**config.mk**
```make
export PLATFORM = sky130hd
export DESIGN_NAME = grd_trig
export DESIGN_NICKNAME = d
export VERILOG_FILES = /design/src/rtl/core/grd_pkg.sv /design/src/rtl/core/grd_trig.sv
export SDC_FILE = /design/constraint.sdc
export NUM_CORES = 1
export LEC_CHECK = 0
export BUFFER_PORTS_ARGS = -buffer_cell sky130_fd_sc_hd__buf_2
export CORE_UTILIZATION = 43
export CTS_BUF_LIST = sky130_fd_sc_hd__clkbuf_8 sky130_fd_sc_hd__clkbuf_16
export DETAILED_ROUTE_END_ITERATION = 10
export GPL_ROUTABILITY_DRIVEN = 1
export PLACE_DENSITY = 0.74
export SLEW_MARGIN = 20
export SYNTH_ARGS = -nofsm -noshare
export SYNTH_HDL_FRONTEND = slang
export SYNTH_SLANG_ARGS = --single-unit
```
**constraint.sdc**
```tcl
create_clock -name clk -period 1.45 [get_ports clk]
set_input_delay 0.3625 -clock clk [delete_from_list [all_inputs] [get_ports clk]]
set_output_delay 0.3625 -clock clk [all_outputs]
set_load 0.005 [all_outputs]
```
**src/rtl/core/grd_pkg.sv**
```systemverilog
package grd_pkg;

  localparam int unsigned FIELD_W = 16;
  localparam int unsigned DZ_W    = 15;
  localparam logic [DZ_W-1:0] DZ_RESET = 15'd6553;

  typedef struct packed {
    logic signed [FIELD_W-1:0] left_x;
    logic signed [FIELD_W-1:0] left_y;
    logic signed [FIELD_W-1:0] right_x;
    logic signed [FIELD_W-1:0] right_y;
    logic signed [FIELD_W-1:0] left_trigger;
    logic signed [FIELD_W-1:0] right_trigger;
  } in_req_t;

  typedef struct packed {
    logic signed [FIELD_W-1:0] move_x;
    logic signed [FIELD_W-1:0] move_y;
    logic signed [FIELD_W-1:0] look_x;
    logic signed [FIELD_W-1:0] look_y;
    logic [DZ_W-1:0]           brake;
    logic [DZ_W-1:0]           throttle;
  } out_req_t;

  // pipeline control, shared by all lanes
  typedef struct packed {
    logic advance;
    logic vld;
  } lane_ctl_t;

endpackage

```
**src/rtl/core/grd_trig.sv**
```systemverilog
// Trigger clamp, delayed to line up with the stick lanes.
module grd_trig #(
  parameter int unsigned AXIS_BITS = 16,
  parameter int unsigned DEPTH     = 4
) (
  input  logic                        clk,
  input  logic                        en,
  input  logic [grd_pkg::FIELD_W-1:0] t_raw,
  output logic [grd_pkg::DZ_W-1:0]    t_out
);
  localparam logic [AXIS_BITS-1:0] FS = {1'b0, {(AXIS_BITS-1){1'b1}}};
  logic [AXIS_BITS-1:0] t;
  assign t = t_raw[AXIS_BITS-1:0];
  logic [grd_pkg::DZ_W-1:0] dl_r [DEPTH];
  always_ff @(posedge clk) begin
    if (en) begin
      dl_r[0] <= t[AXIS_BITS-1] ? '0 : grd_pkg::DZ_W'(t & FS);
      for (int i = 1; i < DEPTH; i++) dl_r[i] <= dl_r[i-1];
    end
  end
  assign t_out = dl_r[DEPTH-1];
endmodule

```
# Yosys cells after proc, flatten, opt, wreduce, memory -nomap -nowiden
# Memory sizes are Yosys's and may differ from the RTL's.
# Index checks and enable logic that the tools add are counted.
[op_classes] add_sub_neg=0 multipliers=0 div=0 magnitude_cmp=0 eq_ne=0 shift=0 mux=3 bitwise=0 reduce_logical=0
[ops] op="$mux 15" count=1
[ops] op="$mux 1" count=2
[word_totals] reg_bits=0 latch_bits=0 ramBits=60 romBits=0 inputBits=18 out_inout_bits=15 word_cells=4 mem_count=1
[mem_list] memory="dl_r" words=4 width=15 read_ports=4 rd_ports_with_merged_regs=0 write_ports=4 line="grd_trig.sv:14" source="logic [grd_pkg::DZ_W-1:0] dl_r [DEPTH];"

# Logic depth before layout (Yosys ltp)
# Gate-level depths: netlist (run 1).
[depth] ltp_word=2 depth_mapped=2 depth_no_buf=1

# Worst setup path before layout (run 1)
# Ideal clock, no wire load.
[synth_path] path_kind="input to register" start="input t_raw[15] (netlist bit)" end="memory dl_r[0][12] (netlist bit), data pin" arrival_ps=543 required_ps=1195 path_slack_ps=652 stages=1 path_buffers=0 path_cell_list="and2b_2"
[synth_rtl] item="start: declaration" line="grd_trig.sv:8" source="input logic [grd_pkg::FIELD_W-1:0] t_raw,"
[synth_rtl] item="end: declaration" line="grd_trig.sv:14"

==> results of run 1 <==
[where the power goes]
part	leakage, nW	internal [W]	total [W]	switching, W
Sequential	0.585	0.00204	0.00207	0.0000251
Combinational	0.200	0.0000549	0.000113	0.0000578
Clock	0.0863	0.000578	0.00111	0.000529
Total	0.871	0.00268	0.00329	0.000612
[cell usage after synthesis]
cell | number | area, um2
and2b_2 | 3 | 26.3
nor2b_2 | 7 | 61.3
and2b_1 | 2 | 15.0
edfxtp_1 | 60 | 1800
nor2b_1 | 3 | 18.8
buf_6 | 1 | 11.3
[layout make-up]
| cell class | instances | share of cell area (%) |
|---|---|---|
| multi-input cells | 15 | 5.20 |
| clock inverters | 6 | 1.07 |
| clock buffers | 9 | 5.31 |
| repair buffers | 35 | 8.37 |
| flip-flops and latches | 60 | 77.3 |
| well taps | 52 | 2.79 |
[layer usage]
metal  up-vias  GRT usage [%]
met3         2           5.12
met4         0           9.52
met1       339           9.38
met5         -              0
met2        33           13.6
li1        381              -
[metrics by stage]
step / power [W] / instance area [um2] / util, % / hold WS [ns]
6_report: 0.00329 / 2330 / 53.9 / 0.332
5_1_grt: 0.00342 / 2330 / 53.9 / 0.323
4_1_cts: 0.00334 / 2330 / 53.9 / 0.314
3_5_place_dp: 0.00222 / 2180 / 50.5 / 0.405
3_3_place_gp: 0.00221 / 2180 / 50.5 / 0.402
2_1_floorplan: 0.00213 / 1930 / - / 0.400
[cells by family after synthesis]
group | after synthesis | share of synthesized area, %
DFF | 60 | 93.1
and+or+nand+nor | 15 | 6.27
buffers and inverters | 1 | 0.582
[path summary, 6_finish.rpt]
check	from	to	slack [ns]	cells after the start
worst min-delay path	t_raw[9]	dl_r[0][9]	0.33	2
worst max register to register	dl_r[0][0]	dl_r[1][0]	0.81	0
worst max-delay path	dl_r[3][14]	t_out[14]	0.28	1
worst min register to register	dl_r[1][6]	dl_r[2][6]	0.42	0
==> results.yml, run 1 <==
cells_and_area:
  area_growth_syn_to_layout_pct: 20.6
  nFillCells: 371
  design.final.nets: 139
  antenna_cells: 0
  register_area_um2: 1800
  drive_above_1_share_pct: 44.8
  final_common_cell: "edfxtp_1"
  fin_cells: 177
  flip_flop_count_of_the_largest_register_all_copies_and_words_added: 60
  regMostFlops: "dl_r"
  layout_common_cells: "60 x edfxtp_1, 32 x buf_2, 9 x clkbuf_8, 7 x nor2b_2"
  multi_input_area_um2: 121
  reg_top3: "dl_r (60)"
worst_setup_path:
  cp_data_required_time_ns: 1.09
  critical_path_sink_type: "output port"
  crit_path_max_fanout: 1
  max_stage_delay_ns: 0.36
  cp_top_family: "flip-flops"
  slowest_stage: "edfxtp_1"
  critPathKind: "reg2out"
  worstSetupStartpointType: "register"
  worst_path_bufs_invs: 1
  crit_arrival_ns: 0.81
  crit_path_cell_trace: "buf_2"
global_route:
  global_route_wire_length_before_repair_um: 3190
  grtUsageTotal_pct: 9.45
  grt_overflow_total: 0
  antenna_found_initial: 0
  largest_net_degree_at_the_start_of_global_routing: 44
  first_global_vias: 743
route:
  postRouteAntennaNets: 0
  met2WireLength_um: 922
  detailroute.wirelength.met3_um: 174
  detailroute.via_count: 755
  top_layer_used: "met4"
  wire_per_inst_um: 11.1
  first_pass_iters: 4
  drt-total-wl_um: 1960
  wl_met1_um: 849
  drt_first_iter_violations: 26
  drt-vias-per-instance: 4.27
  drc_errors: 0
clocking:
  root_buffer: "clkbuf_8"
  cts_max_path_buffers: 2
  post_cts_gate_resize_count: 0
  post_cts_buffers: 0
  tritoncts.num_buffers: 9
  cts_hold_buf: 0
  cts_tree: "built"
  clk_pin_slew_worst_paths_ns: 0.06
  clock_tree.htree_level_count: 3
  insertion_delay_ns: 0.31
  clock_sinks: 60
sta:
  fin_ws_ns: 0.280
  rsz0062_at_grt: "no"
  min_period_ns: 1.17
  slew_hr_pct: 85.5
  fin_skew_ns: 0.00450
  fmax_ghz: 0.855
  max_slew.worst_pin.slew_ns: 0.217
  timing_max_transition_violations_final: 0
  timing.final.crit_share_pct: 80.7
  final-hold-violation-count: 0
  final-setup-viol-count: 0
  totalNegativeSetupSlack_ns: 0
floorplanning:
  floorplan.die.height_um: 69.1
  initial_core_utilization_pct: 44.7
  core.rowCount: 24
  ios: 33
  dieWidth_um: 69.1
  floorplan.die_area_um2: 4770
  core_um2: 4320
power_and_ir_drop:
  p_leak_nw: 0.871
  vdd_drop_max_mv: 0.773
  power.density_nw_per_um2: 1410
run:
  maxCapViolations: 0
yosys:
  synth-seq-area-share_pct: 93.1
  ys_types: 6
  postSynthNetCount: 94
  mappedNetlistArea_um2: 1930
  yosys_warnings: 0
  postSynthRegisterBits: 60
  synthesis.area_per_instance_um2: 25.5
  synthesis.instances: 76
min_path:
  min_path_type: "in2reg"
placement:
  dpl.cell_count: 162
  port_buffers: 32
  placement.setup.worst_slack_ns: 0.402
  dp.final_hpwl_um: 1210
  finalWeightedCongestion: 0.615
status:
  status: "finished, final reports clean"
Power figures use the tool's default switching activity.
==> inputs of run 2 (changes only) <==
==> constraint.sdc (replaced) <==
create_clock -name clk -period 1.2 [get_ports clk]
set_input_delay 0.3 -clock clk [delete_from_list [all_inputs] [get_ports clk]]
set_output_delay 0.3 -clock clk [all_outputs]
set_load 0.005 [all_outputs]
==> run 2 against run 1 <==
  * Design area rose by 0.80%
  * Cell count fell by 1.1%
  * Total power increased by 19%
  * Combinational power rose by 32%
  * Largest power group unchanged
  * Sequential power up 21%
  * Die area stayed put
  * Non-clock buffer count grew 1
  * Critical endpoint is now t_out[3]
  * Hold slack worse by 0.059 ns
==> results.yml, run 2 (synthesis results as in run 1) <==
status:
  status: "finished, final reports clean"
floorplanning:
  ios: 33
  core_um2: 4320
  initial_core_utilization_pct: 44.7
  core.rowCount: 24
  floorplan.die.height_um: 69.1
  dieWidth_um: 69.1
  floorplan.die_area_um2: 4770
cells_and_area:
  register_area_um2: 1800
  regMostFlops: "dl_r"
  antenna_cells: 0
  drive_above_1_share_pct: 44.7
  multi_input_area_um2: 121
  postLayoutCoreUtil_pct: 54.4
  final_common_cell: "edfxtp_1"
  reg_top3: "dl_r (60)"
  nFillCells: 353
  area_growth_syn_to_layout_pct: 21.5
  flip_flop_count_of_the_largest_register_all_copies_and_words_added: 60
  design.final.nets: 140
  layout_common_cells: "60 x edfxtp_1, 32 x buf_2, 9 x clkbuf_8, 7 x nor2b_2"
power_and_ir_drop:
  p_leak_nw: 0.875
  power.total_w: 0.00392
  vdd_drop_max_mv: 0.859
  power.density_nw_per_um2: 1670
min_path:
  min_path_type: "in2reg"
  whs_endpoint: "dl_r[0][0]"
  worst_hold_startpoint: "t_raw[0]"
  whs_path_depth: 2
sta:
  timing.hold.ws_ns: 0.273
  min_period_ns: 1.12
  totalNegativeSetupSlack_ns: 0
  final-setup-viol-count: 0
  timing_max_transition_violations_final: 0
  slew_hr_pct: 89.6
  fmax_ghz: 0.894
  max_slew.worst_pin.slew_ns: 0.157
  rsz0062_at_grt: "no"
  fin_skew_ns: 0.00463
  timing.final.crit_share_pct: 93.2
  final-hold-violation-count: 0
worst_setup_path:
  worstSetupStartpointType: "register"
  crit_arrival_ns: 0.82
  crit_path_max_fanout: 1
  critical_path_sink_type: "output port"
  crit_path_cell_trace: "buf_2"
  r2r-start: "dl_r[2][3]"
  cp_data_required_time_ns: 0.90
  slowest_stage: "edfxtp_1"
  rr_endpoint: "dl_r[3][3]"
  reg2reg_depth: 0
  max_stage_delay_ns: 0.37
  worst_path_bufs_invs: 1
  critPathKind: "reg2out"
  ff2ff_setup_slack_ns: 0.56
  cp_top_family: "flip-flops"
route:
  postRouteAntennaNets: 0
  drc_errors: 0
  wire_per_inst_um: 11.4
  detailroute.via_count: 767
  drt-total-wl_um: 1990
  first_pass_iters: 4
  drt_first_iter_violations: 21
  drt-vias-per-instance: 4.38
clocking:
  clock_sinks: 60
  cts_tree: "built"
  tritoncts.num_buffers: 9
  post_cts_buffers: 0
  clk_pin_slew_worst_paths_ns: 0.06
  root_buffer: "clkbuf_8"
  post_cts_gate_resize_count: 0
  insertion_delay_ns: 0.31
  cts_hold_buf: 0
  cts_max_path_buffers: 2
  clock_tree.htree_level_count: 3
global_route:
  grtUsageTotal_pct: 9.62
  largest_net_degree_at_the_start_of_global_routing: 26
  antenna_found_initial: 0
  first_global_vias: 760
  grt_overflow_total: 0
  global_route_wire_length_before_repair_um: 3290
run:
  maxCapViolations: 0
placement:
  finalWeightedCongestion: 0.621
  port_buffers: 32
## run 2: worst max-delay path by stage
stage / startpoint / end / slack, ns / cells after the start
global route: dl_r[3][3] / t_out[3] / 0.02 / 1
CTS: dl_r[3][3] / t_out[3] / 0.04 / 1
floorplan: t_raw[15] / dl_r[0][12] / 0.46 / 1
finish: dl_r[3][3] / t_out[3] / 0.08 / 1
global placement: en / dl_r[3][12] / 0.23 / 2
detailed placement: en / dl_r[3][1] / 0.21 / 2
## run 2: report_power, final
part	total, W	internal [W]	switching [W]	leakage [nW]
logic	0.000149	0.0000769	0.0000725	0.214
registers	0.00250	0.00247	0.0000309	0.585
clock network	0.00127	0.000677	0.000588	0.0769
total	0.00392	0.00323	0.000692	0.875
## run 2: metrics by stage
step	std cells	setup WS (ns)	area, um2
final	175	0.0812	2350
after floorplan	76	0.464	1930
after global routing	175	0.0249	2350
after global placement	163	0.231	2220
after CTS	175	0.0437	2350
after detailed placement	163	0.211	2220
## run 2: metal layers
| layer | vias up | part of all wire (%) | GRT usage, % |
|---|---|---|---|
| li1 | 381 | - | - |
| met2 | 36 | 46 | 13.9 |
| met5 | - | 0 | 0 |
| met1 | 344 | 42 | 10.0 |
| met3 | 6 | 8.3 | 4.53 |
| met4 | 0 | 3.1 | 9.52 |
## run 2: final cells by class
cell class                      instances  share of cell area [%]
Sequential cell                        60                    76.6
Timing Repair Buffer                   36                    9.69
Clock buffer                            9                    5.27
Multi-Input combinational cell         15                    5.16
Tap cell                               52                    2.77
Clock inverter                          3                   0.479
==> inputs of run 3 (changes only) <==
==> constraint.sdc (replaced) <==
create_clock -name clk -period 1.2 [get_ports clk]
set_input_delay 0.3 -clock clk [delete_from_list [all_inputs] [get_ports clk]]
set_output_delay 0.3 -clock clk [all_outputs]
set_load 0.1 [all_outputs]
==> run 3 against run 2 <==
  * Critical endpoint is now t_out[0]
  * Total power up 9.6%
  * Critical path depth unchanged
  * Sequential share of layout area down 7.1 points
  * The flow now finishes with violations (setup timing)
==> results.yml, run 3 (synthesis results as in run 1) <==
run:
  maxCapViolations: 0
power_and_ir_drop:
  vdd_drop_max_mv: 0.904
  p_comb_share_pct: 10.2
  power.share.clock_pct: 31.1
  p_leak_nw: 0.964
  net-switching-power_w: 0.000960
  power.density_nw_per_um2: 1660
  power_report.internal_total_w: 0.00333
  swShare_pct: 22.4
  p_seq_share_pct: 58.7
cells_and_area:
  design.final.nets: 140
  layout_common_cells: "60 x edfxtp_1, 18 x buf_12, 17 x buf_2, 9 x clkbuf_8, 7 x nor2b_2"
  reg_top3: "dl_r (60)"
  antenna_cells: 0
  area_growth_syn_to_layout_pct: 34.0
  regMostFlops: "dl_r"
  nFillCells: 325
  flip_flop_count_of_the_largest_register_all_copies_and_words_added: 60
  final_common_cell: "edfxtp_1"
  fin_cells: 179
  drive_above_1_share_pct: 43.3
worst_setup_path:
  max_stage_delay_ns: 0.41
  cp_data_required_time_ns: 0.90
  slowest_stage: "edfxtp_1"
  crit_arrival_ns: 0.91
  critPathKind: "reg2out"
  crit_path_cell_trace: "buf_12"
  critical_path_sink_type: "output port"
  worst_path_bufs_invs: 1
  cp_top_family: "flip-flops"
  crit_path_max_fanout: 1
  worstSetupStartpointType: "register"
sta:
  timing.final.crit_share_pct: 101
  rsz0062_at_grt: "yes"
  fmax_ghz: 0.824
  slew_hr_pct: 89.3
  timing.hold.ws_ns: 0.265
  final-setup-viol-count: 15
  final-hold-violation-count: 0
  timing_max_transition_violations_final: 0
  min_period_ns: 1.21
  fin_ws_ns: -0.0143
  max_slew.worst_pin.slew_ns: 0.162
  fin_skew_ns: 0.00315
route:
  wire_per_inst_um: 10.5
  drc_errors: 0
  postRouteAntennaNets: 0
  first_pass_iters: 3
  drt-vias-per-instance: 4.18
  drt-total-wl_um: 1880
  detailroute.via_count: 749
  drt_first_iter_violations: 23
min_path:
  min_path_type: "in2reg"
floorplanning:
  dieWidth_um: 69.1
  initial_core_utilization_pct: 44.7
  floorplan.die.height_um: 69.1
  floorplan.die_area_um2: 4770
  core.rowCount: 24
  core_um2: 4320
  ios: 33
clocking:
  clk_pin_slew_worst_paths_ns: 0.06
  cts_hold_buf: 0
  clock_tree.htree_level_count: 3
  clock_sinks: 60
  root_buffer: "clkbuf_8"
  cts_tree: "built"
  insertion_delay_ns: 0.31
  tritoncts.num_buffers: 9
  cts_max_path_buffers: 2
  post_cts_buffers: 0
global_route:
  first_global_vias: 702
  antenna_found_initial: 0
  grtUsageTotal_pct: 8.83
  global_route_wire_length_before_repair_um: 3030
  grt_overflow_total: 0
  largest_net_degree_at_the_start_of_global_routing: 26
status:
  failed_checks: "setup timing"
  status: "complete, but fails checks"
placement:
  dpl.cell_count: 163
  placement.setup.worst_slack_ns: 0.207
  port_buffers: 32
  finalWeightedCongestion: 0.624
[run 3: changes by cell type in the layout (fill, tap and decap cells not counted)]
| cell | previous run | this run |
|---|---|---|
| buf_12 | 3 | 18 |
| buf_2 | 32 | 17 |
| clkinv_1 | 1 | 5 |
[run 3: through the flow]
step	power (W)	util (%)	area, um2	setup TNS [ns]
finish	0.00429	59.9	2590	-0.133
global route	0.00444	59.9	2590	-0.727
CTS	0.00434	59.9	2590	-0.443
detailed placement	0.00301	56.5	2440	0
global placement	0.00299	56.5	2440	0
floorplan	0.00278	-	1930	-0.0603
[run 3: worst paths after layout]
path / depth (start not counted) / start / to / slack (ns)
setup / recovery: 1 / dl_r[3][0] / t_out[0] / -0.01
hold / removal: 2 / t_raw[14] / dl_r[0][14] / 0.26
setup reg to reg: 0 / dl_r[1][2] / dl_r[2][2] / 0.56
hold reg to reg: 0 / dl_r[1][13] / dl_r[2][13] / 0.42
[run 3: what timing repair did]
item / in CTS / in global routing
gates resized for setup: 0 / 0
gates cloned: 0 / 0
setup endpoints to repair: 15 / 15
pin swaps: 0 / 0
[run 3: cell type report]
class / count / area (um2) / area share, %
clock buffer: 9 / 124 / 4.78
multi-input combinational: 15 / 121 / 4.68
timing repair buffer: 36 / 453 / 17.5
clock inverter: 7 / 26.3 / 1.01
tap: 52 / 65.1 / 2.51
sequential: 60 / 1800 / 69.5
[run 3: power groups by stage]
stage / clock network [W] / registers (W) / logic, W
5_1_grt: 0.00146 / 0.00253 / 0.000454
6_report: 0.00133 / 0.00252 / 0.000440
3_3_place_gp: 0 / 0.00256 / 0.000435
4_1_cts: 0.00138 / 0.00252 / 0.000443
2_1_floorplan: 0 / 0.00275 / 0.0000312
3_5_place_dp: 0 / 0.00256 / 0.000443
[run 3: layer usage]
metal  track usage, %  routed length, um
met5                0                  0
met4             6.12                 22
met3             5.41                133
met2             12.5                911
met1             9.75                806
